[src/gds_pkg.sv]
// Shared types, constants and the share function of the diffusion stencil.
`default_nettype none

package gds_pkg;

  localparam int unsigned AMT_W         = 24;
  localparam int unsigned RATE_W        = 14;
  localparam int unsigned PROD_W        = AMT_W + RATE_W;
  localparam int unsigned SHARE_W       = PROD_W - 16;
  localparam int unsigned GW_W          = 7;
  localparam int unsigned GH_W          = 16;
  localparam int unsigned ADDR_W        = 4;
  localparam int unsigned DATA_W        = 32;
  localparam int unsigned DEF_MAX_WIDTH = 64;

  localparam logic [GW_W-1:0]   GW_RESET = 7'd64;
  localparam logic [GH_W-1:0]   GH_RESET = 16'd64;
  localparam logic [RATE_W-1:0] SR_RESET = 14'd3277;
  localparam logic [RATE_W-1:0] DR_RESET = 14'd2317;
  localparam logic [AMT_W-1:0]  AMT_MAX  = 24'hFFFFFF;

  // Register indexes, byte address 4*index
  typedef enum logic [1:0] {
    REG_GRID_WIDTH,
    REG_GRID_HEIGHT,
    REG_STRAIGHT_RATE,
    REG_DIAGONAL_RATE
  } reg_e;

  typedef logic [AMT_W-1:0]   amount_t;
  typedef logic [SHARE_W-1:0] share_t;

  typedef struct packed {
    logic [GW_W-1:0]   grid_width;
    logic [GH_W-1:0]   grid_height;
    logic [RATE_W-1:0] straight_rate;
    logic [RATE_W-1:0] diagonal_rate;
  } cfg_t;

  // Per-word control that travels with the data down the pipeline
  typedef struct packed {
    logic emit;
    logic last;
    logic top;
    logic bottom;
    logic left;
    logic right;
  } flags_t;

  // Amount times Q0.16 rate, truncated
  function automatic share_t share(amount_t amount, logic [RATE_W-1:0] rate);
    logic [PROD_W-1:0] prod;
    prod = PROD_W'(amount) * PROD_W'(rate);
    return prod[PROD_W-1:16];
  endfunction

endpackage

`default_nettype wire

[src/gds_cfg.sv]
// APB register file for grid geometry and diffusion rates.
`default_nettype none

module gds_cfg import gds_pkg::*; (
  input  wire logic              clk_i,
  input  wire logic              rst_ni,
  input  wire logic              psel,
  input  wire logic              penable,
  input  wire logic              pwrite,
  input  wire logic [ADDR_W-1:0] paddr,
  input  wire logic [DATA_W-1:0] pwdata,
  output logic      [DATA_W-1:0] prdata,
  output logic                   pready,
  output cfg_t                   cfg_o,
  output logic                   geom_wr_o
);

  cfg_t cfg_d, cfg_q;
  reg_e idx;
  logic wr;

  assign pready = 1'b1;
  assign idx    = reg_e'(paddr[3:2]);
  assign wr     = psel && penable && pwrite;

  // Decode write
  always_comb begin
    cfg_d = cfg_q;
    if (wr) begin
      unique case (idx)
        REG_GRID_WIDTH:    cfg_d.grid_width    = pwdata[GW_W-1:0];
        REG_GRID_HEIGHT:   cfg_d.grid_height   = pwdata[GH_W-1:0];
        REG_STRAIGHT_RATE: cfg_d.straight_rate = pwdata[RATE_W-1:0];
        REG_DIAGONAL_RATE: cfg_d.diagonal_rate = pwdata[RATE_W-1:0];
      endcase
    end
  end

  always_ff @(posedge clk_i or negedge rst_ni) begin
    if (!rst_ni) begin
      cfg_q.grid_width    <= GW_RESET;
      cfg_q.grid_height   <= GH_RESET;
      cfg_q.straight_rate <= SR_RESET;
      cfg_q.diagonal_rate <= DR_RESET;
    end else begin
      cfg_q <= cfg_d;
    end
  end

  // Read back
  always_comb begin
    unique case (idx)
      REG_GRID_WIDTH:    prdata = DATA_W'(cfg_q.grid_width);
      REG_GRID_HEIGHT:   prdata = DATA_W'(cfg_q.grid_height);
      REG_STRAIGHT_RATE: prdata = DATA_W'(cfg_q.straight_rate);
      REG_DIAGONAL_RATE: prdata = DATA_W'(cfg_q.diagonal_rate);
    endcase
  end

  // Geometry change restarts the frame
  assign geom_wr_o = wr && ((idx == REG_GRID_WIDTH) || (idx == REG_GRID_HEIGHT));
  assign cfg_o     = cfg_q;

endmodule

`default_nettype wire

[config.mk]
export PLATFORM = sky130hd
export DESIGN_NAME = gds_cfg
export DESIGN_NICKNAME = d
export VERILOG_FILES = /design/src/gds_pkg.sv /design/src/gds_cfg.sv
export SDC_FILE = /design/constraint.sdc
export NUM_CORES = 1
export LEC_CHECK = 0
export BUFFER_PORTS_ARGS = -buffer_cell sky130_fd_sc_hd__buf_2
export CORE_MARGIN = 10
export CORE_UTILIZATION = 49
export DETAILED_ROUTE_END_ITERATION = 12
export HOLD_SLACK_MARGIN = 0.12
export PLACE_DENSITY = 0.86
export SYNTH_ARGS = -nofsm -noshare
export SYNTH_HDL_FRONTEND = slang
export SYNTH_SLANG_ARGS = --single-unit
[constraint.sdc]
create_clock -name clk_i -period 2.3 [get_ports clk_i]
set_input_delay 0 -clock clk_i [delete_from_list [all_inputs] [get_ports clk_i]]
set_output_delay 0 -clock clk_i [all_outputs]
set_load 0.03 [all_outputs]
* Word-level counts from Yosys, hierarchy flattened
Cells that the tools add are included.
** Operators by class
- Equality and inequality tests :: 3
- Muxes and demuxes :: 1
- Reduce and logical (&&, ||, !) cells :: 9
** Operators by type and width (number)
- 32-bit one-hot mux with 4 select lines :: 1
- 2-bit AND reduction :: 4
- 2-bit == test (second input constant) :: 2
- 1-bit logical AND :: 3
- 2-bit by 1-bit == test with 1-bit output (second input constant) :: 1
- 2-bit zero test :: 1
- 1-bit logical OR :: 1
** Word-level totals
- Flip-flop bits (word level) :: 51

* Depth between registers and ports, before layout
- Depth after elaboration :: 3
- Depth in mapped cells :: 5
- Mapped depth without buffers :: 3

* Worst setup path before layout
No wires, ideal clock.
- Kind :: input to register
- Start point :: in paddr[3]
- End point :: reg cfg_q (netlist bit cfg_o[28])
- Arrival :: 1110 ps
- Required time :: 2175 ps
- Setup slack :: 1065 ps
- Stages on the path :: 4
- Buffers on the path :: 2
- Cells stage by stage :: buf_2 -> nor3b_2 -> buf_4 -> mux2_2
** On the way
- Longest elaborated chain between the ends :: 2
** RTL lines
- start, declared :: RTL line gds_cfg.sv:10 : input wire logic [ADDR_W-1:0] paddr,
- 2-bit by 1-bit == test with 1-bit output :: RTL line gds_cfg.sv:30 : unique case (idx)
- 2-bit AND reduction (no line)
- end signal, assigned :: RTL line gds_cfg.sv:46 : cfg_q <= cfg_d;
- end, declared :: RTL line gds_cfg.sv:18 : cfg_t cfg_d, cfg_q;
No other way between the ends.
A chain may end at the register's enable or synchronous reset.

* Worst setup path in the final report
- Start point :: in paddr[2]
- End point :: out prdata[12]
** On the way
- Longest elaborated chain between the ends :: 2
- Elaborated cells on any way between the ends :: 5
- Those cells by class :: eq/ne: 3; mux: 1; reduce/logical: 1
** RTL lines
- 2-bit == test, or another cell as far along :: RTL line gds_cfg.sv:52 : unique case (idx)
- 32-bit one-hot mux with 4 select lines (*) :: RTL line gds_cfg.sv:52
- end, declared :: RTL line gds_cfg.sv:12 : output logic [DATA_W-1:0] prdata,
Every way passes the cells marked *; elsewhere a longest branch is shown, timed or not. The select of a mux whose other input is x is not followed.

==> results_dict.tcl <==
set metrics [dict create \
    cts_max_level 2 \
    die_x_um 91.2 \
    grt_pass1_vias 1918 \
    wl_per_cell_um 18.6 \
    synth-seq-cells 51 \
    min_period_ps 1550 \
    finalNonFillerCells 336 \
    cts.sinks 51 \
    post_cts_buffers 0 \
    num_rows 25 \
    cts_tree "yes" \
    die_h_um 91.2 \
    numCtsBuffers 5 \
    holdBufCountCts 17 \
    io_buffer_count 90 \
    yosysMostFrequentCell "mux2_2" \
    sequentialPowerShare_pct 40.1 \
    p_switching_mw 1.28 \
    setup_viol 0 \
    num_antenna_cells 0 \
    cp_data_arrival_time_ps 1550 \
    grt_pass1_wl_um 10400 \
    r2r_cells 1 \
    p_sw_share_pct 39.5 \
    path_class "input port to output pin" \
    synth.yosys.seq_area_share_pct 52.1 \
    clock_path_buffers 2 \
    p_int_mw 1.97 \
    hold_class "input port to asynchronous set/reset pin" \
    synth.top_cells.by_area "dfrtp_1 (37%), mux2_2 (22%), dfstp_2 (15%)" \
    cpMostUsedCell "buf_2" \
    drt-vias-per-instance 4.99 \
    areaGrowthSynthToFinish_pct 29.0 \
    dieArea_um2 8320 \
    overflow 0 \
    insertion_delay_ps 290 \
    synthFlopType "dfrtp_1" \
    synthCells 161 \
    clk_pin_slew_worst_paths_ps 90 \
    maxSlewViolCount 0 \
    yosys_warnings 0 \
    first_iter_violations 34 \
    fin_crit_sh_pct 67.4 \
    crit_path_cell_trace "buf_2 > buf_4 > nor2b_1 > a22o_1 > buf_2" \
    max_freq_ghz 0.645 \
    synth_top_area_share_pct 37.3 \
    cap_violations 0 \
    ys_top_cells_by_count "mux2_2 (48), dfrtp_1 (37), buf_4 (19)" \
    p_leak_nw 1.58 \
    drtAntennaViolNets 0 \
    hold_violations 0 \
    ir_drop_uv 584 \
    maxSlewHeadroom_pct 37.4 \
    grt_use_total_pct 15.1 \
    synth_edf_count 0 \
    cpMaxStageDelayCell "nor2b_1" \
    cp.depth 5 \
    start_util_pct 51.6 \
    dpl.cell_count 311 \
    setup.worst_path.start_class "input port" \
    layout-drive-gt1-share_pct 67.7 \
    num_vias 1678 \
    yosysUniqueCellTypes 20 \
    endpoint_kind "output pin" \
    setup_tns_ps 0 \
    cp.buffers_inverters 3 \
    largest_register_ffs 51 \
    nets 309 \
    grt_antenna_before_repair 0 \
    dr.pass1.iters 4 \
    cp_data_required_time_ps 2300 \
    root_buffer "clkbuf_8" \
    power.share.clock_pct 18.5 \
    worst_slew_pin_slew_ps 939 \
    ys_async_sr_fraction_pct 100 \
    slowest_delay_ps 530 \
    io_pins 126 \
    path_max_fanout 13 \
    yosys.area.top_type "dfrtp_1" \
    p_comb_share_pct 41.4 \
    netlist_area_um2 2480 \
    synth.avg_cell_area_um2 15.4 \
    p_per_area_nw_per_um2 1010 \
    grt_max_degree 52 \
    rsz0062_at_grt "false" \
    drc 0 \
    totalWireLength_um 6240 \
    outcome "complete, no violations" \
    cts_resized 0 \
    coreArea_um2 4820 \
    place.gp.congestion 0.710 \
    skew_ps 0 \
    critical-path-top-delay-family "buffers and inverters" \
    dp_hpwl_um 4520 \
]
area by class of cell:
class	instances	area [µm²]
clock buffers	7	76.3
flip-flops and latches	51	1290
well taps	67	83.8
multi-input cells	99	1040
fillers	390	1610
repair buffers	111	676
clock inverters	1	30.0
power by group through the flow:
stage                     clock network [mW]  logic [mW]  registers [mW]
after floorplan                            0       0.540            1.73
after global placement                     0        1.32            1.30
after detailed placement                   0        1.34            1.32
after CTS                              0.620        1.37            1.30
after global routing                   0.663        1.43            1.34
final                                  0.601        1.35            1.30
layer usage:
metal / routed length, µm / vias up / share of wire, % / global-route usage [%]
met1: 2310 / 855 / 37 / 15.8
met3: 615 / 6 / 9.9 / 7.33
li1: - / 755 / - / -
met5: 0 / - / 0 / 0
met4: 39 / 0 / 0.63 / 2.74
met2: 3270 / 62 / 52 / 27.1
path summary, 6_finish.rpt:
kind / start / endpoint / slack (ps)
min in group clk_i: penable / cfg_o[7]$_DFFE_PN0P_ / 270
max reg2reg: cfg_o[42]$_DFFE_PN0P_ / cfg_o[42]$_DFFE_PN0P_ / 1500
max: paddr[2] / prdata[12] / 750
max in group asynchronous: rst_ni / cfg_o[21]$_DFFE_PN1P_ / 1800
min reg2reg: cfg_o[43]$_DFFE_PN0P_ / cfg_o[43]$_DFFE_PN0P_ / 520
min: rst_ni / cfg_o[27]$_DFFE_PN0P_ / 210
cells in the final DEF (no fill, tap or decap), drive strengths merged:
master,instances
clkbuf,7
nor2b,1
nor3,1
bufinv,1
conb,17
and2,2
dlygate4sd3,17
nor2,2
nor3b,1
buf,94
or3b,1
dfrtp,37
dfstp,14
mux2,58
nand3,1
nand2,1
a22o,7
mux4,7
cell families after synthesis:
logic type	count (synthesis)	share of synthesized area [%]
compound gates	7	2.47
other cells	2	0.302
buf+inv	26	8.16
simple gates	10	2.87
flops	51	52.1
mux	65	34.1
metrics by stage:
step / instance area, µm² / setup slack, ps / hold WS [ps] / total power [mW] / utilization, %
finish: 3200 / 750 / 209 / 3.25 / 66.5
global route: 3200 / 565 / 231 / 3.44 / 66.5
detailed placement: 2930 / 532 / 13.4 / 2.66 / 60.8
global placement: 2930 / 544 / 6.27 / 2.62 / 60.8
floorplan: 2540 / 1060 / -296 / 2.27 / -
CTS: 3200 / 726 / 222 / 3.29 / 66.5
worst min-delay path: stages:
cell and delay (ps):
dlygate4sd3_1 520, buf_2 120, buf_12 260
No activity file was read; power rests on OpenSTA's default activity.
