===== src/gds_pkg.sv =====
// Shared types, constants and the share function of the diffusion stencil.
`default_nettype none

package gds_pkg;

  localparam int unsigned AMT_W         = 24;
  localparam int unsigned RATE_W        = 14;
  localparam int unsigned PROD_W        = AMT_W + RATE_W;
  localparam int unsigned SHARE_W       = PROD_W - 16;
  localparam int unsigned GW_W          = 7;
  localparam int unsigned GH_W          = 16;
  localparam int unsigned ADDR_W        = 4;
  localparam int unsigned DATA_W        = 32;
  localparam int unsigned DEF_MAX_WIDTH = 64;

  localparam logic [GW_W-1:0]   GW_RESET = 7'd64;
  localparam logic [GH_W-1:0]   GH_RESET = 16'd64;
  localparam logic [RATE_W-1:0] SR_RESET = 14'd3277;
  localparam logic [RATE_W-1:0] DR_RESET = 14'd2317;
  localparam logic [AMT_W-1:0]  AMT_MAX  = 24'hFFFFFF;

  // Register indexes, byte address 4*index
  typedef enum logic [1:0] {
    REG_GRID_WIDTH,
    REG_GRID_HEIGHT,
    REG_STRAIGHT_RATE,
    REG_DIAGONAL_RATE
  } reg_e;

  typedef logic [AMT_W-1:0]   amount_t;
  typedef logic [SHARE_W-1:0] share_t;

  typedef struct packed {
    logic [GW_W-1:0]   grid_width;
    logic [GH_W-1:0]   grid_height;
    logic [RATE_W-1:0] straight_rate;
    logic [RATE_W-1:0] diagonal_rate;
  } cfg_t;

  // Per-word control that travels with the data down the pipeline
  typedef struct packed {
    logic emit;
    logic last;
    logic top;
    logic bottom;
    logic left;
    logic right;
  } flags_t;

  // Amount times Q0.16 rate, truncated
  function automatic share_t share(amount_t amount, logic [RATE_W-1:0] rate);
    logic [PROD_W-1:0] prod;
    prod = PROD_W'(amount) * PROD_W'(rate);
    return prod[PROD_W-1:16];
  endfunction

endpackage

`default_nettype wire


===== src/gds_ram.sv =====
// Generic single-write, single-read RAM with registered read data.
`default_nettype none

module gds_ram #(
  parameter int unsigned WIDTH = 24,
  parameter int unsigned DEPTH = 64
) (
  input  wire logic                     clk_i,
  input  wire logic                     we_i,
  input  wire logic [$clog2(DEPTH)-1:0] waddr_i,
  input  wire logic [WIDTH-1:0]         wdata_i,
  input  wire logic                     re_i,
  input  wire logic [$clog2(DEPTH)-1:0] raddr_i,
  output logic      [WIDTH-1:0]         rdata_o
);

  logic [WIDTH-1:0] mem_q [DEPTH];
  logic [WIDTH-1:0] rdata_q;

  // Read returns the old contents on a same-address write
  always_ff @(posedge clk_i) begin
    if (we_i) begin
      mem_q[waddr_i] <= wdata_i;
    end
    if (re_i) begin
      rdata_q <= mem_q[raddr_i];
    end
  end

  assign rdata_o = rdata_q;

endmodule

`default_nettype wire


===== src/gds_window.sv =====
// Two row line buffers and the 3x3 window, with the first two pipeline stages.
`default_nettype none

module gds_window import gds_pkg::*; #(
  parameter int unsigned MAX_WIDTH = DEF_MAX_WIDTH,
  localparam int unsigned CW = $clog2(MAX_WIDTH)
) (
  input  wire logic              clk_i,
  input  wire logic              rst_ni,
  input  wire logic              take_i,
  input  flags_t                 flags_i,
  input  amount_t                amount_i,
  input  wire logic     [CW-1:0] wr_col_i,
  input  wire logic     [CW-1:0] rd_col_i,
  input  wire logic              arith_ready_i,
  output logic                   ready_o,
  output logic                   valid_o,
  output flags_t                 flags_o,
  output amount_t [2:0][2:0]     win_o
);

  logic             s1_v_q, s2_v_q;
  flags_t           s1_flags_q, s2_flags_q;
  amount_t          s1_amt_q;
  logic [CW-1:0]    s1_col_q;
  amount_t          a_rdata, b_rdata;
  amount_t [2:0][2:0] win_q;
  logic             en1, en2;

  // Stage enables: a non-emitting word leaves the window stage freely
  assign en2     = !s2_v_q || !s2_flags_q.emit || arith_ready_i;
  assign en1     = !s1_v_q || en2;
  assign ready_o = en1;

  // Line buffer for the row above the newest word
  gds_ram #(
    .WIDTH (AMT_W),
    .DEPTH (MAX_WIDTH)
  ) u_row_a (
    .clk_i   (clk_i),
    .we_i    (take_i),
    .waddr_i (wr_col_i),
    .wdata_i (amount_i),
    .re_i    (take_i),
    .raddr_i (rd_col_i),
    .rdata_o (a_rdata)
  );

  // Line buffer two rows up, fed from the first one
  gds_ram #(
    .WIDTH (AMT_W),
    .DEPTH (MAX_WIDTH)
  ) u_row_b (
    .clk_i   (clk_i),
    .we_i    (s1_v_q && en2),
    .waddr_i (s1_col_q),
    .wdata_i (a_rdata),
    .re_i    (take_i),
    .raddr_i (wr_col_i),
    .rdata_o (b_rdata)
  );

  // Stage one: word waits for line buffer data
  always_ff @(posedge clk_i or negedge rst_ni) begin
    if (!rst_ni) begin
      s1_v_q <= 1'b0;
    end else if (en1) begin
      s1_v_q <= take_i;
    end
  end

  always_ff @(posedge clk_i) begin
    if (take_i) begin
      s1_flags_q <= flags_i;
      s1_amt_q   <= amount_i;
      s1_col_q   <= wr_col_i;
    end
  end

  // Stage two: shift the new column into the window
  always_ff @(posedge clk_i or negedge rst_ni) begin
    if (!rst_ni) begin
      s2_v_q <= 1'b0;
      win_q  <= '0;
    end else if (en2) begin
      s2_v_q <= s1_v_q;
      if (s1_v_q) begin
        for (int r = 0; r < 3; r++) begin
          win_q[r][0] <= win_q[r][1];
          win_q[r][1] <= win_q[r][2];
        end
        win_q[0][2] <= b_rdata;
        win_q[1][2] <= a_rdata;
        win_q[2][2] <= s1_amt_q;
      end
    end
  end

  always_ff @(posedge clk_i) begin
    if (en2 && s1_v_q) begin
      s2_flags_q <= s1_flags_q;
    end
  end

  assign valid_o = s2_v_q && s2_flags_q.emit;
  assign flags_o = s2_flags_q;
  assign win_o   = win_q;

endmodule

`default_nettype wire


===== config.mk =====
export PLATFORM = sky130hd
export DESIGN_NAME = gds_window
export DESIGN_NICKNAME = d
export VERILOG_FILES = /design/src/gds_pkg.sv /design/src/gds_ram.sv /design/src/gds_window.sv
export SDC_FILE = /design/constraint.sdc
export NUM_CORES = 2
export LEC_CHECK = 0
export ABC_AREA = 1
export BUFFER_PORTS_ARGS = -buffer_cell sky130_fd_sc_hd__buf_2
export CELL_PAD_IN_SITES_DETAIL_PLACEMENT = 0
export CELL_PAD_IN_SITES_GLOBAL_PLACEMENT = 2
export CORE_UTILIZATION = 30
export DETAILED_ROUTE_END_ITERATION = 6
export PLACE_DENSITY_LB_ADDON = 0.1
export SYNTH_ARGS = -nofsm -noshare
export SYNTH_HDL_FRONTEND = slang
export SYNTH_SLANG_ARGS = --single-unit

===== constraint.sdc =====
create_clock -name clk_i -period 3.23 [get_ports clk_i]
set_input_delay 0.323 -clock clk_i [delete_from_list [all_inputs] [get_ports clk_i]]
set_output_delay 0.323 -clock clk_i [all_outputs]
set_load 0.01 [all_outputs]

---- Word-level counts from Yosys, hierarchy flattened ----
Memory sizes are Yosys's and may differ from the RTL's. A register that Yosys moved wholly into a read port is not among the register bits.
Cells that the tools add are included.
cells by class
  mux-type cells .......................... 4
  reductions and logical operators ........ 9
operators by type and width
  cell                 count
  1-bit two-way mux    4
  1-bit zero test      3
  1-bit logical OR     3
  1-bit logical AND    2
  2-bit AND reduction  1
word-level totals
  register bits after elaboration ......... 260
  RAM bits ................................ 3072
  bits of input ports ..................... 46
  output and inout bits ................... 224
  word-level logic and storage cells ...... 40
  memories ................................ 2
memory list
  name           words  bits a word  read ports  clocked after memory_dff  wr ports  line           RTL
  u_row_a.mem_q  64     24           1           1                         1         gds_ram.sv:17  logic [WIDTH-1:0] mem_q [DEPTH];
  u_row_b.mem_q  64     24           1           1                         1         gds_ram.sv:17

---- Depth between registers and ports, before layout ----
  depth in word-level cells ............... 6
  depth in mapped cells ................... 13
  depth with buffers taken out ............ 11

---- Cells and area by module ----
A second synthesis with hierarchy kept.
unflattened totals
  cells, all modules ...................... 11450
  area total of the unflattened synthesis .. 135881.6 µm²
modules (own cells, without submodules)
  module      times used  cells an instance  area each (µm²)  sequential area each (µm²)
  gds_ram     2           5230               62995.4          46844.9
  gds_window  1           990                9890.7           6716.4

---- Worst setup path after synthesis ----
Ideal clock, no wire load.
  kind .................................... register to register
  start point ............................. register s2_flags_q (netlist bit flags_o[5])
  end point ............................... memory u_row_b.mem_q[11][0], enable pin
  setup time .............................. 0.405 ns
  data arrival time ....................... 2.369 ns
  data required time ...................... 2.825 ns
  setup slack ............................. 0.456 ns
  stages on the path, launching flop included .. 7
  buffers on the path ..................... 1
  clock period less this slack ............ 2.774 ns
  cell sequence ........................... edfxtp_1 > nand2_1 > nor2_1 > nor2_2 > buf_2 > nand4_1 > nor2_1
between the ends
  longest elaborated chain between the ends .. 6
ends and longest elaborated chain
  element                                  line               RTL
  start, declared                          gds_window.sv:23   flags_t s1_flags_q, s2_flags_q;
  start signal, assigned                   gds_window.sv:101  s2_flags_q <= s1_flags_q;
  1-bit zero test                          gds_window.sv:31   assign en2 = !s2_v_q || !s2_flags_q.emit || arith_ready_i;
  1-bit logical OR (2 in a row)            gds_window.sv:31
  1-bit logical AND                        gds_window.sv:55   .we_i (s1_v_q && en2),
  1-bit two-way mux                        gds_ram.sv:22      if (we_i) begin
  1-bit two-way mux (not written as such)  gds_ram.sv:23      mem_q[waddr_i] <= wdata_i;
  end, declared                            gds_ram.sv:17
No other way between the ends.

---- Worst setup path in the final report ----
  start point ............................. register s2_flags_q (netlist bit flags_o[5])
  end point ............................... memory u_row_b.mem_q[23][8], enable pin
Same word-level chain as after synthesis.

==> impl_metrics.ini <==
[grt]
groute.usage.overall = 0.2179
grt_max_degree = 139
number_of_global_route_vias_before_repair = 88812
grt_antenna_before_repair = 38
grt_first_pass_wirelength_mm = 707.6
globalRoute.totalOverflow = 0

[pwr]
vdd_drop_max_mv = 0.4113
clock_power_share = 0.427
combPwrFrac = 0.082
power_after_layout_mw = 101.4
pwr_density_cell_nw_per_um2 = 627.9
cellInternalPower_mw = 76.14
swShare = 0.2489
p_seq_frac = 0.491
total_leakage_power_nw = 62.17
power.net_switching_mw = 25.24

[job]
cap_violations = 0

[layout]
final_cell_count_no_fill = 18883
final_layout_size_suffix_gt1_frac = 0.1175
fin_util = 0.3588
nets_finish = 12630
leading_cell_type_in_the_layout_fill_and_taps_excluded = nand2_1
commonest_cells_after_routing_fill_and_taps_aside = 5918 x nand2_1, 3162 x edfxtp_1, 1309 x nand3_1
area.growth.synth_to_final_pct = 18.83

[logic_synthesis]
synth_simple_gate_area_frac = 0.2267
largest_family_of_logic_cells_by_synthesized_area = simple AND/OR/NAND/NOR gates
sequential_fraction_of_the_synthesis_area = 0.7389
synthAdderAreaFrac = 0
netlist-cell-type-count = 21
synth-edff-count = 3162
synthesized_area_fraction_occupied_by_ao_oa_aoi_and_oai_cells = 0.009945
synth.mux.area_fraction = 0
synth-xor-area-share = 0
postSynth.asyncResetShare = 0.06450
synth_ff_type = edfxtp_1
yosysWarningCount = 0
synthesis_stage_register_bit_count = 3380
syn-num-nets = 12069
syn-cell-area_sq_um = 135900
synthesis.area_per_instance_sq_um = 11.30
post_synth_inst_count = 12023

[clock_tree]
ctsLongestPathBuffers = 4
path_clk_slew_ps = 60
cts-htree-levels = 5
tritoncts = yes
ctsRootBufferMaster = clkbuf_16
cts_buffers = 401
clkLatencyLatePin_ps = 990
cts_sinks = 3380

[detailed_routing]
drt-pass1-iter-count = 5
drc = 0
drt_initial_violations = 7345
detail_route.vias_per_cell = 4.782
wl_per_cell_microns = 26.72
route.vias.total = 90302
routed_wl_mm = 504.6
route.antenna.remaining_nets = 0

[sta]
fin_worst_skew_ps = 71.29
worst_slew_pin_slew_ps = 1394
timing.slew.headroom = 0.07042
worst_hold_margin_ps = 63.43
report.final.setup_viol = 0
maxSlewViolCount = 0
fin_crit_sh = 0.8948
final.min_clock_period_ps = 2890
setup_total_negative_slack_ps = 0
unrepaired_setup_endpoints_after_global_routing = false
finalHoldViolCount = 0
fmaxAchievable_ghz = 0.3460

[critical_path]
critPathMaxStageDelay_ps = 520
timing.critical_path.required_ps = 3820
critical_path.n_buffers_inverters = 2
cpMaxStageDelayCell = nor2_4
crit-reg2reg-capture = u_row_b.mem_q[23][8]
worst_setup_path_end_kind = flip-flop
cp.arrival_ps = 3490
crit_path_frequent_cell = buf_4
worst-r2r-cell-count = 7
cp_max_fo = 17
critPathLaunchType = flip-flop
type_of_the_worst_setup_path = flip-flop to flip-flop
regToRegStartpoint = flags_o[5]
setup.reg_to_reg.worst_slack_ps = 340
path_cells = nand2_1 -> nor2_1 -> nor2_4 -> nand4_1 -> buf_4 -> nor2_2 -> buf_4
worst_path_dominant_cell_family = simple AND/OR/NAND/NOR gates

[floorplanning]
io_pins = 270
overall_die_area_sq_um = 455600
chipHeight_microns = 675
effective_utilization_at_floorplan = 0.3020
horizontal_die_dimension_microns = 675
num_rows = 246
core_area_sq_um = 450000

[placement]
dpl.hpwl_mm = 298.6
dp.cells = 18102
port-buffer-count = 269
globalplace.congestion = 0.7993

[worst_hold_path]
holdPathStages = 1
worstHoldPathType = input pin to flip-flop
hold_path_startpoint = amount_i[18]
timing.hold.worst_endpoint = u_row_a.mem_q[54][18]

[status]
status = finished, final reports clean
## power by group through the flow
stage	clock network, mW	logic, mW	registers (mW)
2_1_floorplan	0	3.27	50.9
3_3_place_gp	0	8.49	50.7
3_5_place_dp	0	8.51	50.7
4_1_cts	44.3	8.57	49.8
5_1_grt	45.9	9.07	49.9
6_report	43.2	8.33	49.8
## layout make-up
cell class                 count  area, sq um
inverter                      36        195.2
fill                       44186       288500
antenna                       24        60.06
sequential                  3380       100400
tap                         5952         7447
clock buffer                 514        10730
multi-input combinational   7913        32560
timing repair buffer         852         8488
clock inverter               212         1580
## flip-flops by register name, summed over array words and instances (netlist names)
| register | flops |
|---|---|
| u_row_a.mem_q | 1536 |
| s1_col_q | 6 |
| s1_flags_q | 6 |
| u_row_b.mem_q | 1536 |
| s2_v_q | 1 |
| flags_o | 6 |
| win_o | 216 |
| s1_v_q | 1 |
| s1_amt_q | 24 |
| u_row_a.rdata_o | 24 |
| u_row_b.rdata_o | 24 |
## synthesized netlist by cell type (2+ instances only)
cell type	number	area, sq um
nand2_1	5918	22210
edfxtp_1	3162	94950
nand3_1	1309	6551
buf_2	381	1907
nor2_1	267	1002
dfrtp_1	218	5455
clkbuf_1	208	780.8
a21oi_1	180	900.9
nand4_1	136	850.8
o21ai_0	90	450.4
buf_1	80	300.3
buf_4	23	172.7
inv_1	17	63.81
inv_2	15	56.30
nor3_4	7	113.9
nand4_2	4	50.05
buf_6	2	22.52
clkinv_1	2	7.510
inv_4	2	12.51
## worst max path at each step
stage,startpoint,to,slack (ps),depth (start not counted)
3_5_place_dp,wr_col_i[2],u_row_b.rdata_o[8],-140,12
3_3_place_gp,wr_col_i[2],u_row_b.rdata_o[8],-120,12
2_1_floorplan,flags_o[5],u_row_b.mem_q[11][0],460,6
5_1_grt,flags_o[5],u_row_b.mem_q[23][8],230,7
6_report,flags_o[5],u_row_b.mem_q[23][8],340,7
4_1_cts,flags_o[5],u_row_b.mem_q[23][8],330,7
## layer usage
metal,track usage,vias to the layer above,part of all wire
met3,0.02124,580,0.038
met1,0.2936,45634,0.44
li1,-,42151,-
met5,0,-,0.000046
met4,0.05400,4,0.026
met2,0.3766,1933,0.49
## timing repair
action,in CTS,in global routing
hold buffers,31,0
resized for setup,0,0
buffers inserted,0,0
endpoints found under the setup margin,0,0
hold endpoints to repair,785,0
## stage by stage
step	worst slack [ps]	instance area [sq um]
after floorplan	456.1	135900
after global placement	-117.4	148800
after detailed placement	-141.3	148800
after CTS	328.8	161400
after global routing	231.8	161400
final	339.7	161500
## logic make-up after synthesis
kind of cell / Yosys count
AOI/OAI and AO/OA: 270
buffers and inverters: 730
DFF: 3380
and+or+nand+nor: 7643
(Power assumes the default switching activity.)
