## src/gds_pkg.sv

```systemverilog
// Shared types, constants and the share function of the diffusion stencil.
`default_nettype none

package gds_pkg;

  localparam int unsigned AMT_W         = 24;
  localparam int unsigned RATE_W        = 14;
  localparam int unsigned PROD_W        = AMT_W + RATE_W;
  localparam int unsigned SHARE_W       = PROD_W - 16;
  localparam int unsigned GW_W          = 7;
  localparam int unsigned GH_W          = 16;
  localparam int unsigned ADDR_W        = 4;
  localparam int unsigned DATA_W        = 32;
  localparam int unsigned DEF_MAX_WIDTH = 64;

  localparam logic [GW_W-1:0]   GW_RESET = 7'd64;
  localparam logic [GH_W-1:0]   GH_RESET = 16'd64;
  localparam logic [RATE_W-1:0] SR_RESET = 14'd3277;
  localparam logic [RATE_W-1:0] DR_RESET = 14'd2317;
  localparam logic [AMT_W-1:0]  AMT_MAX  = 24'hFFFFFF;

  // Register indexes, byte address 4*index
  typedef enum logic [1:0] {
    REG_GRID_WIDTH,
    REG_GRID_HEIGHT,
    REG_STRAIGHT_RATE,
    REG_DIAGONAL_RATE
  } reg_e;

  typedef logic [AMT_W-1:0]   amount_t;
  typedef logic [SHARE_W-1:0] share_t;

  typedef struct packed {
    logic [GW_W-1:0]   grid_width;
    logic [GH_W-1:0]   grid_height;
    logic [RATE_W-1:0] straight_rate;
    logic [RATE_W-1:0] diagonal_rate;
  } cfg_t;

  // Per-word control that travels with the data down the pipeline
  typedef struct packed {
    logic emit;
    logic last;
    logic top;
    logic bottom;
    logic left;
    logic right;
  } flags_t;

  // Amount times Q0.16 rate, truncated
  function automatic share_t share(amount_t amount, logic [RATE_W-1:0] rate);
    logic [PROD_W-1:0] prod;
    prod = PROD_W'(amount) * PROD_W'(rate);
    return prod[PROD_W-1:16];
  endfunction

endpackage

`default_nettype wire

```

## src/gds_seq.sv

```systemverilog
// Frame sequencer: input and output positions, emit and boundary decisions.
`default_nettype none

module gds_seq import gds_pkg::*; #(
  parameter int unsigned MAX_WIDTH = DEF_MAX_WIDTH,
  localparam int unsigned CW = $clog2(MAX_WIDTH)
) (
  input  wire logic          clk_i,
  input  wire logic          rst_ni,
  input  cfg_t               cfg_i,
  input  wire logic          geom_wr_i,
  input  wire logic          accept_i,
  input  wire logic          kind_i,
  output logic               take_o,
  output flags_t             flags_o,
  output logic      [CW-1:0] wr_col_o,
  output logic      [CW-1:0] rd_col_o
);

  localparam int unsigned WW = $clog2(MAX_WIDTH + 1);
  localparam int unsigned DW = $clog2(MAX_WIDTH + 2);

  logic [WW-1:0]   eff_w, w_m1;
  logic [GH_W-1:0] eff_h, h_m1;
  logic [DW-1:0]   w_p1;

  logic [CW-1:0]   in_col_d, in_col_q, out_col_d, out_col_q, wr_col_d, wr_col_q;
  logic [GH_W-1:0] in_row_d, in_row_q, out_row_d, out_row_q;
  logic [DW-1:0]   lead_d, lead_q;
  logic [CW-1:0]   wr_col_nxt;

  logic rows_done, cell_ok, flush_ok, emit, last;

  // Clamp geometry
  always_comb begin
    if (cfg_i.grid_width < 7'd3) begin
      eff_w = WW'(3);
    end else if (32'(cfg_i.grid_width) > 32'(MAX_WIDTH)) begin
      eff_w = WW'(MAX_WIDTH);
    end else begin
      eff_w = WW'(cfg_i.grid_width);
    end
  end

  assign eff_h = (cfg_i.grid_height == '0) ? GH_W'(1) : cfg_i.grid_height;
  assign w_m1  = eff_w - WW'(1);
  assign h_m1  = eff_h - GH_W'(1);
  assign w_p1  = DW'(eff_w) + DW'(1);

  // Decide what this word does
  assign rows_done = (in_row_q >= eff_h);
  assign cell_ok   = !kind_i && !rows_done;
  assign flush_ok  = kind_i && rows_done && (lead_q != '0);
  assign emit      = flush_ok || (cell_ok && (lead_q == w_p1));
  assign last      = emit && (WW'(out_col_q) == w_m1) && (out_row_q == h_m1);

  assign take_o         = cell_ok || flush_ok;
  assign flags_o.emit   = emit;
  assign flags_o.last   = last;
  assign flags_o.top    = (out_row_q == '0);
  assign flags_o.bottom = (out_row_q == h_m1);
  assign flags_o.left   = (out_col_q == '0);
  assign flags_o.right  = (WW'(out_col_q) == w_m1);

  // Line buffer column; a single-row frame reads one column ahead
  assign wr_col_nxt = (WW'(wr_col_q) == w_m1) ? '0 : wr_col_q + CW'(1);
  assign wr_col_o   = wr_col_q;
  assign rd_col_o   = (eff_h == GH_W'(1)) ? wr_col_nxt : wr_col_q;

  // Advance positions
  always_comb begin
    in_col_d  = in_col_q;
    in_row_d  = in_row_q;
    out_col_d = out_col_q;
    out_row_d = out_row_q;
    wr_col_d  = wr_col_q;
    lead_d    = lead_q;
    if (geom_wr_i) begin
      in_col_d  = '0;
      in_row_d  = '0;
      out_col_d = '0;
      out_row_d = '0;
      wr_col_d  = '0;
      lead_d    = '0;
    end else if (accept_i && take_o) begin
      wr_col_d = wr_col_nxt;
      if (cell_ok) begin
        if (WW'(in_col_q) == w_m1) begin
          in_col_d = '0;
          in_row_d = in_row_q + GH_W'(1);
        end else begin
          in_col_d = in_col_q + CW'(1);
        end
        if (!emit) begin
          lead_d = lead_q + DW'(1);
        end
      end else begin
        lead_d = lead_q - DW'(1);
      end
      if (emit) begin
        if (WW'(out_col_q) == w_m1) begin
          out_col_d = '0;
          out_row_d = out_row_q + GH_W'(1);
        end else begin
          out_col_d = out_col_q + CW'(1);
        end
      end
      if (last) begin
        in_col_d  = '0;
        in_row_d  = '0;
        out_col_d = '0;
        out_row_d = '0;
        wr_col_d  = '0;
        lead_d    = '0;
      end
    end
  end

  always_ff @(posedge clk_i or negedge rst_ni) begin
    if (!rst_ni) begin
      in_col_q  <= '0;
      in_row_q  <= '0;
      out_col_q <= '0;
      out_row_q <= '0;
      wr_col_q  <= '0;
      lead_q    <= '0;
    end else begin
      in_col_q  <= in_col_d;
      in_row_q  <= in_row_d;
      out_col_q <= out_col_d;
      out_row_q <= out_row_d;
      wr_col_q  <= wr_col_d;
      lead_q    <= lead_d;
    end
  end

endmodule

`default_nettype wire

```

## config.mk

```make
export PLATFORM = sky130hd
export DESIGN_NAME = gds_seq
export DESIGN_NICKNAME = d
export VERILOG_FILES = /design/src/gds_pkg.sv /design/src/gds_seq.sv
export SDC_FILE = /design/constraint.sdc
export NUM_CORES = 1
export LEC_CHECK = 0
export BUFFER_PORTS_ARGS = -buffer_cell sky130_fd_sc_hd__clkbuf_2
export CAP_MARGIN = 20
export CELL_PAD_IN_SITES_DETAIL_PLACEMENT = 0
export CELL_PAD_IN_SITES_GLOBAL_PLACEMENT = 1
export CORE_MARGIN = 4
export CORE_UTILIZATION = 39
export DETAILED_ROUTE_END_ITERATION = 12
export PLACE_DENSITY_LB_ADDON = 0.1
export SLEW_MARGIN = 40
export SYNTH_ARGS = -nofsm -noshare
export SYNTH_HDL_FRONTEND = slang
export SYNTH_SLANG_ARGS = --single-unit
```

## constraint.sdc

```tcl
create_clock -name clk_i -period 4.01 [get_ports clk_i]
set_clock_uncertainty 0.2 [all_clocks]
set_input_delay 0.401 -clock clk_i [delete_from_list [all_inputs] [get_ports clk_i]]
set_output_delay 0.401 -clock clk_i [all_outputs]
set_load 0.05 [all_outputs]
```

* Yosys cells after proc, flatten, opt, wreduce, memory -nomap -nowiden
Cells that the tools add are included.
** Cells by class
- Reduce and logical (&&, ||, !) cells :: 25
- Magnitude comparators :: 3
- Equality and inequality tests :: 7
- Mux-type cells :: 33
- $add $sub $neg :: 10
** Operators with widths (number)
- $mux W16 :: 11
- $mux W6 :: 15
- $mux W7 :: 7
- $add A16 B1 Y16 const B :: 2
- $logic_not A16 Y1 :: 2
- $eq A6 B7 Y1 :: 3
- $add A6 B1 Y6 const B :: 3
- $eq A16 B1 Y1 const B :: 1
- $eq A16 B16 Y1 :: 1
- $ge A16 B16 Y1 :: 1
- $sub A16 B1 Y16 const B :: 1
- $add A7 B1 Y7 const B :: 2
- $sub A7 B1 Y7 const B :: 2
- $reduce_bool A3 Y1 :: 4
- $eq A7 B7 Y1 :: 1
- $gt A7 B7 Y1 const B :: 1
- $logic_and A1 B1 Y1 :: 7
- $lt A7 B2 Y1 const B :: 1
- $reduce_bool A7 Y1 :: 1
- $logic_not A6 Y1 :: 1
- $reduce_and A2 Y1 :: 3
- $reduce_and A3 Y1 :: 2
- $ne A4 B3 Y1 const B :: 1
- $logic_not A1 Y1 :: 2
- 2 further kinds :: 3
** Word-level totals
- Input port bits :: 56
- Output and inout bits :: 19
- Bits in registers :: 57

* Logic depth before layout (Yosys ltp)
Gate-level depths: netlist of the first run.
- Word-level depth :: 12
- Gate-level depth with buffers :: 20

* Worst setup path before layout of the first run
Ideal clock, no wire load.
- Path kind :: in2reg
- From :: input cfg_i[32] in the netlist's numbering
- To :: register lead_q[6]
- Path buffers :: 2
- Setup slack :: -0.615 ns
- Stages on the path :: 19
- Data required time :: 3.723 ns
- Data arrival time :: 4.338 ns
- Library setup time :: 0.087 ns
- Cell sequence :: clkbuf_1 -> nor4_2 -> a41o_1 -> ha_1 -> nand2b_1 -> a21oi_1 -> o211ai_1 -> a2111o_1 -> and2_1 -> clkbuf_1 -> ha_1 -> nor2b_1 -> o21ai_0 -> nand2b_1 -> a21o_1 -> a21oi_1 -> a21oi_1 -> or4_1 -> o211ai_1
** Between the ends
- Cells in the longest elaborated chain, start to end :: 12
- Elaborated cells between the ends (all ways) :: 22
** RTL lines
- start: declaration :: RTL line gds_seq.sv:10 : input cfg_t cfg_i,
- $logic_not A16 Y1 :: RTL line gds_seq.sv:45 : assign eff_h = (cfg_i.grid_height == '0) ? GH_W'(1) : cfg_i.grid_height;
- $mux W16 (*) :: RTL line gds_seq.sv:45
- branches (longest 10 deep; another with $sub A16 B1 Y16)
- end signal: assignment :: RTL line gds_seq.sv:133 : lead_q <= lead_d;
- end: declaration :: RTL line gds_seq.sv:29 : logic [DW-1:0] lead_d, lead_q;
Every way passes the cells marked *. The select of a mux whose other input is x is not followed.
A chain may end at the register's enable or synchronous reset.

* Final worst setup path of the first run
Ends and elaborated chain as after synthesis.

==> flow_metrics.env, run 1 <==
export IMPL_outcome="finished clean"
export IMPL_fmax_mhz=260
export IMPL_chipWidth_um=124
export IMPL_fillers=1316
export IMPL_vias_per_cell=5.75
export IMPL_finalCritPeriodShare_pct=95.8
export IMPL_peakVddDrop_uv=202
export IMPL_ioPinCount=75
export IMPL_intPower_uw=1370
export IMPL_slowest_delay_ns=0.41
export IMPL_synth_edf_count=0
export IMPL_total_power_uw=1890
export IMPL_power_frac_comb_pct=19.6
export IMPL_switching_power_uw=520
export IMPL_num_vias=5566
export IMPL_drt_total_wl_mm=17.0
export IMPL_drc=0
export IMPL_port_buffers=46
export IMPL_seqPwrFrac_pct=32.1
export IMPL_worst_slew_pin_slew_ns=0.702
export IMPL_n_antenna_cell=0
export IMPL_cts_made_buffers=9
export IMPL_period_needed_ns=3.84
export IMPL_max_slew_margin_pct=53.2
export IMPL_critPathCaptureType="flip-flop"
export IMPL_swShare_pct=27.5
export IMPL_place_gp_congestion=0.885
export IMPL_syn_to_final_growth_pct=32.3
export IMPL_syn_inst=660
export IMPL_grt_usage_pct=23.2
export IMPL_clockBufferDepth=2
export IMPL_p_leak_uw=0.00313
export IMPL_die_h_um=124
export IMPL_wl_per_cell_um=17.6
export IMPL_layout_nets=876
export IMPL_root_buffer="clkbuf_16"
export IMPL_crit_type="in -> reg"
export IMPL_cts_htree_levels=3
export IMPL_start_kind="input port"
export IMPL_power_per_cell_area_nw_per_um2=272
export IMPL_cts_tree="yes"
export IMPL_yosysWarnings=0
export IMPL_placed_area_um2=6460
export IMPL_clk_pin_slew_ns=0.06
export IMPL_fp_row_count=42
export IMPL_final_area_um2=6950
export IMPL_multiInputGateArea_um2=3740
export IMPL_ys_flop_type="dfrtp_1"
export IMPL_ys_async_sr_fraction_pct=100
export IMPL_path_common_cell="a21oi_2"
export IMPL_die_area_um2=15400
export IMPL_cpLargestDelayFamily="compound AO/OA/AOI/OAI gates"
export IMPL_first_iter_violations=425
export IMPL_critPathMaxFanout=5
export IMPL_critPathArrivalTime_ns=3.89
export IMPL_first_pass_iters=5
export IMPL_seq_area_um2=1430
export IMPL_setup_viol=0
export IMPL_syn_nets=749
export IMPL_syn_avg_cell_area_um2=7.96
export IMPL_antenna_found_initial=0
export IMPL_syn_area_um2=5250
export IMPL_initial_core_util_pct=39.7
export IMPL_synth_cell_types=71
export IMPL_drive_gt1_share_pct=26.3
export IMPL_crit_slowest_cell="a2111o_1"
export IMPL_overflow=0
export IMPL_worst_endpoint_required_ns=4.05
export IMPL_post_dp_hpwl_mm=13.2
export IMPL_first_global_vias=5395
export IMPL_min_path_type="in -> reg"
export IMPL_clkLatencyLatePin_ns=0.34
export IMPL_cts_sinks=57
export IMPL_ys_ff_latch=57
export IMPL_grt_start_max_net_pins=34
export IMPL_timing_setup_tns_ns=0
export IMPL_drv_cap=0
export IMPL_drv_slew=0
export IMPL_p_clk_share_pct=48.3
export IMPL_grt_first_pass_wirelength_mm=27.9
export IMPL_ant_nets=0
export IMPL_hold_viol_final=0
export IMPL_crit_chain="clkbuf_8 -> nor4_4 -> a41o_1 -> buf_4 -> ha_1 -> nand2b_4 -> a21oi_2 -> o211ai_1 -> a2111o_1 -> and2_4 -> ha_4 -> nor2b_1 -> o21ai_1 -> nand2b_1 -> a21o_1 -> a21oi_2 -> a21oi_2 -> or4_1 -> o211ai_1"
export IMPL_core_area_um2=13200
export IMPL_yosysSeqAreaShare_pct=27.1
export IMPL_critical_path_buf_inv_count=2
-- metrics by stage --
stage / hold slack, ns / util [%] / worst slack [ns] / std cells
3_5_place_dp: 0.238 / 48.8 / -0.323 / 949
2_1_floorplan: -0.0946 / - / -0.121 / 660
5_1_grt: 0.105 / 52.5 / -0.00355 / 968
3_3_place_gp: 0.336 / 48.8 / -0.235 / 949
4_1_cts: 0.0926 / 51.9 / 0.0140 / 968
6_report: 0.108 / 52.5 / 0.168 / 968
-- final cells by class --
class,instances,area share [%]
multi-input cells,536,53.8
flip-flops and latches,57,20.5
repair buffers,143,15.2
clock buffers,10,3.44
well taps,176,3.17
inverters,40,2.16
clock inverters,6,1.64
-- placed cells by master (no fill, tap or decap), types with 25 or more instances in the layout --
| cell type | count |
|---|---|
| o21ai_0 | 30 |
| and3_1 | 27 |
| nor2_1 | 38 |
| inv_1 | 38 |
| ha_1 | 29 |
| nand3_1 | 26 |
| clkbuf_2 | 39 |
| dfrtp_1 | 57 |
| buf_4 | 92 |
| nand2_1 | 58 |
| a21oi_1 | 52 |
| xnor2_1 | 25 |
-- power by group through the flow --
stage,logic [µW],registers (µW),clock network (µW)
2_1_floorplan,194,615,0
3_3_place_gp,348,616,0
3_5_place_dp,355,617,0
4_1_cts,364,607,933
5_1_grt,408,609,957
6_report,370,607,914
-- registers in the layout, summed over array words and instances, names as in the netlist --
signal and flops:
in_col_q 6, wr_col_o 6, out_col_q 6, lead_q 7, in_row_q 16, out_row_q 16
-- final timing paths --
kind | slack [ns] | start | cells after the start | endpoint
hold reg to reg | 0.36 | in_row_q[15] | 2 | in_row_q[15]
max in group asynchronous | 2.47 | rst_ni | 3 | out_col_q[5]
setup / recovery | 0.17 | cfg_i[32] | 19 | lead_q[6]
setup reg to reg | 0.30 | in_row_q[10] | 15 | lead_q[6]
hold / removal | 0.11 | geom_wr_i | 2 | out_row_q[1]
min in group asynchronous | 0.41 | rst_ni | 2 | lead_q[4]
-- synth_stat cells (3+ instances only) --
cell	instances	area, µm²
dfrtp_1	57	1430
nor2_1	39	146
nor4_1	11	68.8
a22oi_1	3	22.5
nor2b_1	13	81.3
or4_1	9	67.6
a21o_1	9	67.6
a22o_1	5	43.8
and4_1	5	43.8
o32ai_1	7	61.3
or3_1	19	119
nand4_1	19	119
o21ai_1	4	20.0
mux2_2	3	33.8
and3_1	27	169
nand3_1	26	130
nand2_1	58	218
inv_1	40	150
or3b_2	3	26.3
o21ai_0	37	185
xnor2_1	26	228
nand4b_1	3	26.3
ha_1	32	400
buf_4	4	30.0
xor2_1	21	184
nand2b_1	10	62.6
o211ai_1	3	22.5
a32o_1	3	30.0
clkbuf_1	19	71.3
and2_1	8	50.1
a21oi_1	57	285
nor3b_1	5	37.5
nor3_1	11	55.1
a211oi_1	5	37.5
o31ai_1	10	75.1
-- timing repair --
item	4_1_cts	5_1_grt
setup endpoints to repair	3	23
setup buffers	2	0
cloned	0	0
resized for setup	11	23
hold endpoints to repair	32	0
pin swaps	6	14
hold buffers	1	0
-- logic make-up (layout without fill, tap and decap cells) --
| group | count (synthesis) | in the layout | synth area share, % |
|---|---|---|---|
| adders and majority gates | 33 | 33 | 8.00 |
| muxes | 4 | 4 | 0.833 |
| AOI/OAI and AO/OA | 174 | 174 | 21.6 |
| buffers and inverters | 67 | 199 | 5.29 |
| and+or+nand+nor | 278 | 278 | 29.3 |
| xor gates and xnor gates | 47 | 47 | 7.84 |
| DFF | 57 | 57 | 27.1 |
-- routing by layer --
metal | part of all wire, % | track usage, %
met1 | 48 | 33.1
met2 | 46 | 36.1
met3 | 4.2 | 4.13
met4 | 1.7 | 6.09
met5 | 0 | 0
Power figures use the tool's default switching activity.
==> run 2: changes to the inputs <==
CORE_UTILIZATION = 44   (was 39)
clock period = 3.98 ns   (was 4.01 ns; I/O delays follow)
==> run 2 against run 1 <==
  * Critical path depth shrank 2
  * Count of clock-buffer cells in the layout increased by 3
  * Sequential power grew 0.7%
  * Non-clock buffer count decreased by 5
  * Cell count down 3.9%
  * Power decreased by 9.9%
  * Register-to-register slack lost 0.04 ns
  * Wire length shrank 3.7%
  * Global-route usage increased by 1.5 points
  * Largest power group unchanged
==> flow_metrics.env, run 2 (synthesized netlist as in run 1, its figures left out) <==
export IMPL_wl_per_cell_um=17.6
export IMPL_ff2ff_path_depth=14
export IMPL_cts_made_buffers=9
export IMPL_initial_core_util_pct=45.4
export IMPL_fp_row_count=39
export IMPL_ant_nets=0
export IMPL_finalCritPeriodShare_pct=95.9
export IMPL_drv_slew=0
export IMPL_antenna_found_initial=0
export IMPL_r2r_slack_ns=0.26
export IMPL_place_gp_congestion=0.957
export IMPL_layout_nets=871
export IMPL_first_global_vias=5334
export IMPL_holdWs_ns=0.260
export IMPL_critPathArrivalTime_ns=3.85
export IMPL_first_pass_iters=5
export IMPL_max_slew_margin_pct=53.7
export IMPL_fmax_mhz=262
export IMPL_dp_cells=911
export IMPL_drv_cap=0
export IMPL_cts_htree_levels=3
export IMPL_final_cells=930
export IMPL_rsz0062_at_grt="false"
export IMPL_n_antenna_cell=0
export IMPL_grt_start_max_net_pins=41
export IMPL_multiInputGateArea_um2=3710
export IMPL_drc=0
export IMPL_min_path_type="in -> reg"
export IMPL_post_dp_hpwl_mm=12.7
export IMPL_outcome="finished clean"
export IMPL_p_leak_uw=0.00307
export IMPL_timing_rr_start="in_row_q[10]"
export IMPL_drive_gt1_share_pct=24.4
export IMPL_crit_type="in -> reg"
export IMPL_drt_total_wl_mm=16.4
export IMPL_worst_endpoint_required_ns=4.01
export IMPL_overflow=0
export IMPL_grt_first_pass_wirelength_mm=26.6
export IMPL_peakVddDrop_uv=240
export IMPL_critPathCaptureType="flip-flop"
export IMPL_port_buffers=46
export IMPL_final_cell_mix="buf_4 (90), nand2_1 (58), dfrtp_1 (57)"
export IMPL_syn_to_final_growth_pct=28.8
export IMPL_min_from="accept_i"
export IMPL_first_iter_violations=459
export IMPL_critPathMaxFanout=5
export IMPL_whs_path_depth=2
export IMPL_period_needed_ns=3.82
export IMPL_clk_pin_slew_ns=0.05
export IMPL_pre_cts_ws_ns=-0.324
export IMPL_die_h_um=117
export IMPL_die_area_um2=13800
export IMPL_worst_slack_ns=0.165
export IMPL_start_kind="input port"
export IMPL_chipWidth_um=117
export IMPL_worstReg2RegEnd="lead_q[5]"
export IMPL_num_vias=5587
export IMPL_setup_viol=0
export IMPL_cts_sinks=57
export IMPL_clkLatencyLatePin_ns=0.33
export IMPL_final_common_cell="buf_4"
export IMPL_clockBufferDepth=2
export IMPL_root_buffer="clkbuf_16"
export IMPL_worst_slew_pin_slew_ns=0.694
export IMPL_cts_tree="yes"
export IMPL_core_area_um2=11600
export IMPL_hold_path_end="in_col_q[1]"
export IMPL_ioPinCount=75
export IMPL_reg_top3="in_row_q (16), out_row_q (16), lead_q (7)"
export IMPL_fillers=1045
export IMPL_grt_usage_pct=24.6
export IMPL_vias_per_cell=6.01
export IMPL_power_per_cell_area_nw_per_um2=252
export IMPL_hold_viol_final=0
export IMPL_seq_area_um2=1430
-- run 2: where the power goes --
| part | internal, µW | switching (µW) | leakage (µW) |
|---|---|---|---|
| Clock | 452 | 274 | 0.000139 |
| Combinational | 157 | 210 | 0.00213 |
| Sequential | 591 | 20.5 | 0.000791 |
| Total | 1200 | 504 | 0.00307 |
-- run 2: critical path, stage by stage --
cell and delay (ns):
buf_2 0.12, nor4_4 0.30, a41o_1 0.26, ha_1 0.23, nand2b_1 0.14, a21oi_1 0.14
o211ai_1 0.18, a2111o_1 0.42, and2_4 0.17, buf_4 0.15, ha_1 0.27, a21o_1 0.18
a21o_1 0.20, a21o_1 0.20, a21oi_2 0.16, xor2_1 0.08, o32ai_1 0.24
-- run 2: worst max path at each step --
stage | slack (ns) | cells past startpoint | to | start
floorplan | -0.15 | 19 | lead_q[6] | cfg_i[32]
global placement | -0.20 | 18 | lead_q[6] | cfg_i[40]
detailed placement | -0.32 | 17 | lead_q[5] | cfg_i[40]
CTS | 0.005 | 16 | flags_o[4] | cfg_i[40]
global route | 0.003 | 17 | flags_o[4] | cfg_i[40]
finish | 0.16 | 17 | lead_q[5] | cfg_i[36]
-- run 2: layout make-up --
cell class,instances,share of cell area [%]
sequential,57,21.1
tap,143,2.64
inverter,40,2.22
clock buffer,13,3.85
multi-input combinational,536,54.8
clock inverter,3,0.222
timing repair buffer,138,15.2
-- run 2: per-layer routing --
metal	global-route usage [%]	up-vias	routed length, µm
met2	38.2	150	7440
li1	-	2699	-
met5	0	-	0
met4	8.41	0	341
met3	3.86	27	807
met1	34.9	2711	7770
-- run 2: timing repair --
item	4_1_cts	5_1_grt
hold endpoints to repair	39	0
setup buffers	1	1
setup endpoints to repair	2	31
hold buffers	1	0
gates cloned	0	0
gates resized for setup	1	31
pin swaps	1	13
-- run 2: through the flow --
stage	power (µW)	setup TNS [ns]	cell area, µm²	utilization [%]
2_1_floorplan	815	-0.237	5370	-
5_1_grt	1790	0	6770	58.5
3_3_place_gp	964	-1.27	6390	55.3
3_5_place_dp	972	-1.57	6390	55.3
4_1_cts	1710	0	6690	57.8
6_report	1700	0	6770	58.5
==> run 3: changes to the inputs <==
CORE_UTILIZATION = 47   (was 44)
GPL_TIMING_DRIVEN = 0   (was default)
clock period = 4.7 ns   (was 3.98 ns; I/O delays follow)
==> run 3 against run 2 <==
  * Core utilization is 2.9 points lower
  * Largest power group unchanged
  * Wire length shrank 4.7%
  * Sequential power shrank 16%
  * Combinational power fell by 29%
==> flow_metrics.env, run 3 (synthesized netlist as in run 1, its figures left out) <==
export IMPL_outcome="finished clean"
export IMPL_num_vias=5241
export IMPL_rsz0062_at_grt="true"
export IMPL_p_leak_uw=0.00266
export IMPL_whs_path_depth=2
export IMPL_die_h_um=114
export IMPL_multiInputGateArea_um2=3650
export IMPL_max_slew_margin_pct=52.8
export IMPL_chipWidth_um=114
export IMPL_final_common_cell="nand2_1"
export IMPL_reg_top3="in_row_q (16), out_row_q (16), lead_q (7)"
export IMPL_hold_path_end="out_col_q[0]"
export IMPL_worstReg2RegEnd="lead_q[6]"
export IMPL_slowest_delay_ns=0.46
export IMPL_hold_viol_final=0
export IMPL_grt_start_max_net_pins=58
export IMPL_crit_slowest_cell="a2111o_1"
export IMPL_syn_to_final_growth_pct=15.2
export IMPL_clk_pin_slew_ns=0.08
export IMPL_crit_type="in -> reg"
export IMPL_grt_first_pass_wirelength_mm=26.0
export IMPL_fp_row_count=38
export IMPL_seq_area_um2=1430
export IMPL_cts_tree="yes"
export IMPL_antenna_found_initial=0
export IMPL_fillers=1032
export IMPL_die_area_um2=12900
export IMPL_core_area_um2=10900
export IMPL_power_per_cell_area_nw_per_um2=218
export IMPL_drv_slew=0
export IMPL_holdWs_ns=0.375
export IMPL_ant_nets=0
export IMPL_worst_endpoint_required_ns=4.76
export IMPL_grt_usage_pct=24.9
export IMPL_ioPinCount=75
export IMPL_min_from="out_col_q[0]"
export IMPL_cts_made_buffers=9
export IMPL_final_util_pct=55.6
export IMPL_clkLatencyLatePin_ns=0.35
export IMPL_root_buffer="clkbuf_8"
export IMPL_min_path_type="reg -> reg"
export IMPL_wl_per_cell_um=18.1
export IMPL_n_antenna_cell=0
export IMPL_post_dp_hpwl_mm=11.7
export IMPL_drv_cap=0
export IMPL_r2r_slack_ns=0.51
export IMPL_cts_htree_levels=3
export IMPL_first_pass_iters=5
export IMPL_peakVddDrop_uv=260
export IMPL_worst_slew_pin_slew_ns=0.707
export IMPL_pre_cts_ws_ns=-0.716
export IMPL_cpLargestDelayFamily="compound AO/OA/AOI/OAI gates"
export IMPL_first_iter_violations=459
export IMPL_port_buffers=39
export IMPL_place_gp_congestion=0.885
export IMPL_drive_gt1_share_pct=15.3
export IMPL_initial_core_util_pct=48.3
export IMPL_first_global_vias=5080
export IMPL_worst_slack_ns=0.139
export IMPL_drc=0
export IMPL_drt_total_wl_mm=15.6
export IMPL_fmax_mhz=219
export IMPL_final_cell_mix="nand2_1 (58), dfrtp_1 (57), a21oi_1 (55)"
export IMPL_start_kind="input port"
export IMPL_finalCritPeriodShare_pct=97.0
export IMPL_critPathArrivalTime_ns=4.62
export IMPL_timing_rr_start="in_row_q[10]"
export IMPL_critical_path_buf_inv_count=2
export IMPL_crit_chain="clkbuf_2 -> nor4_4 -> a41o_1 -> ha_1 -> nand2b_1 -> a21oi_1 -> o211ai_1 -> a2111o_1 -> and2_1 -> buf_4 -> ha_1 -> nor2b_1 -> o21ai_0 -> nand2b_1 -> a21o_1 -> a21oi_2 -> a21oi_1 -> or4_1 -> o211ai_1"
export IMPL_critPathMaxFanout=14
export IMPL_vias_per_cell=6.07
export IMPL_period_needed_ns=4.56
export IMPL_layout_nets=808
export IMPL_ff2ff_path_depth=16
export IMPL_overflow=0
export IMPL_cts_sinks=57
export IMPL_setup_viol=0
export IMPL_crit_cells=19
export IMPL_clockBufferDepth=2
export IMPL_critPathCaptureType="flip-flop"
## run 3: layout make-up
class                           count  share of cell area [%]
Clock inverter                      5                    1.28
Multi-Input combinational cell    536                    60.4
Clock buffer                       11                    2.50
Tap cell                          140                    2.89
Buffer                             27                    2.38
Inverter                           40                    2.48
Timing Repair Buffer               48                    4.53
Sequential cell                    57                    23.6
## run 3: through the flow
stage                     instances  cell area (µm²)  power, µW  TNS (ns)
after detailed placement        839             5640        767    -17.67
after CTS                       858             5950       1320         0
after global routing            864             6050       1380   -0.0468
after global placement          839             5630        760    -14.94
final                           864             6050       1320         0
after floorplan                 660             5260        685   -0.0313
## run 3: what timing repair did
action                                  CTS  global route
gates resized for setup                   9            23
pin swaps                                 2             5
setup buffers                             2             6
hold buffers                              1             0
hold endpoints to repair                 57             0
endpoints found under the setup margin   34            20
## run 3: where the power goes
part | switching (µW) | internal [µW] | leakage (µW)
sequential | 16.2 | 499 | 0.000791
combinational | 166 | 92.9 | 0.00175
clock | 219 | 326 | 0.000115
## run 3: worst reg2reg max path, cell delays in order (launching register included)
cell and delay (ns):
dfrtp_1 0.45, ha_1 0.36, a21o_1 0.19, a21oi_1 0.21, nand3_1 0.16, a2111o_1 0.42, and2_1 0.20, buf_4 0.20
ha_1 0.33, nor2b_1 0.15, o21ai_0 0.14, nand2b_1 0.11, a21o_1 0.20, a21oi_2 0.18, a21oi_1 0.10, or4_1 0.41
o211ai_1 0.10
## run 3: how the worst max path moves through the flow
stage	endpoint	from	slack [ns]
finish	lead_q[6]	cfg_i[39]	0.14
global route	lead_q[6]	cfg_i[36]	-0.05
CTS	in_row_q[1]	cfg_i[50]	0.02
detailed placement	lead_q[6]	cfg_i[32]	-0.72
global placement	lead_q[6]	cfg_i[32]	-0.68
floorplan	rd_col_o[3]	cfg_i[47]	-0.02
## run 3: metal layers
layer	up-vias	part of all wire (%)	global-route usage (%)
li1	2565	-	-
met1	2511	49	36.9
met2	148	44	36.0
met3	17	5.7	4.40
met4	0	1.6	9.54
met5	-	0	0
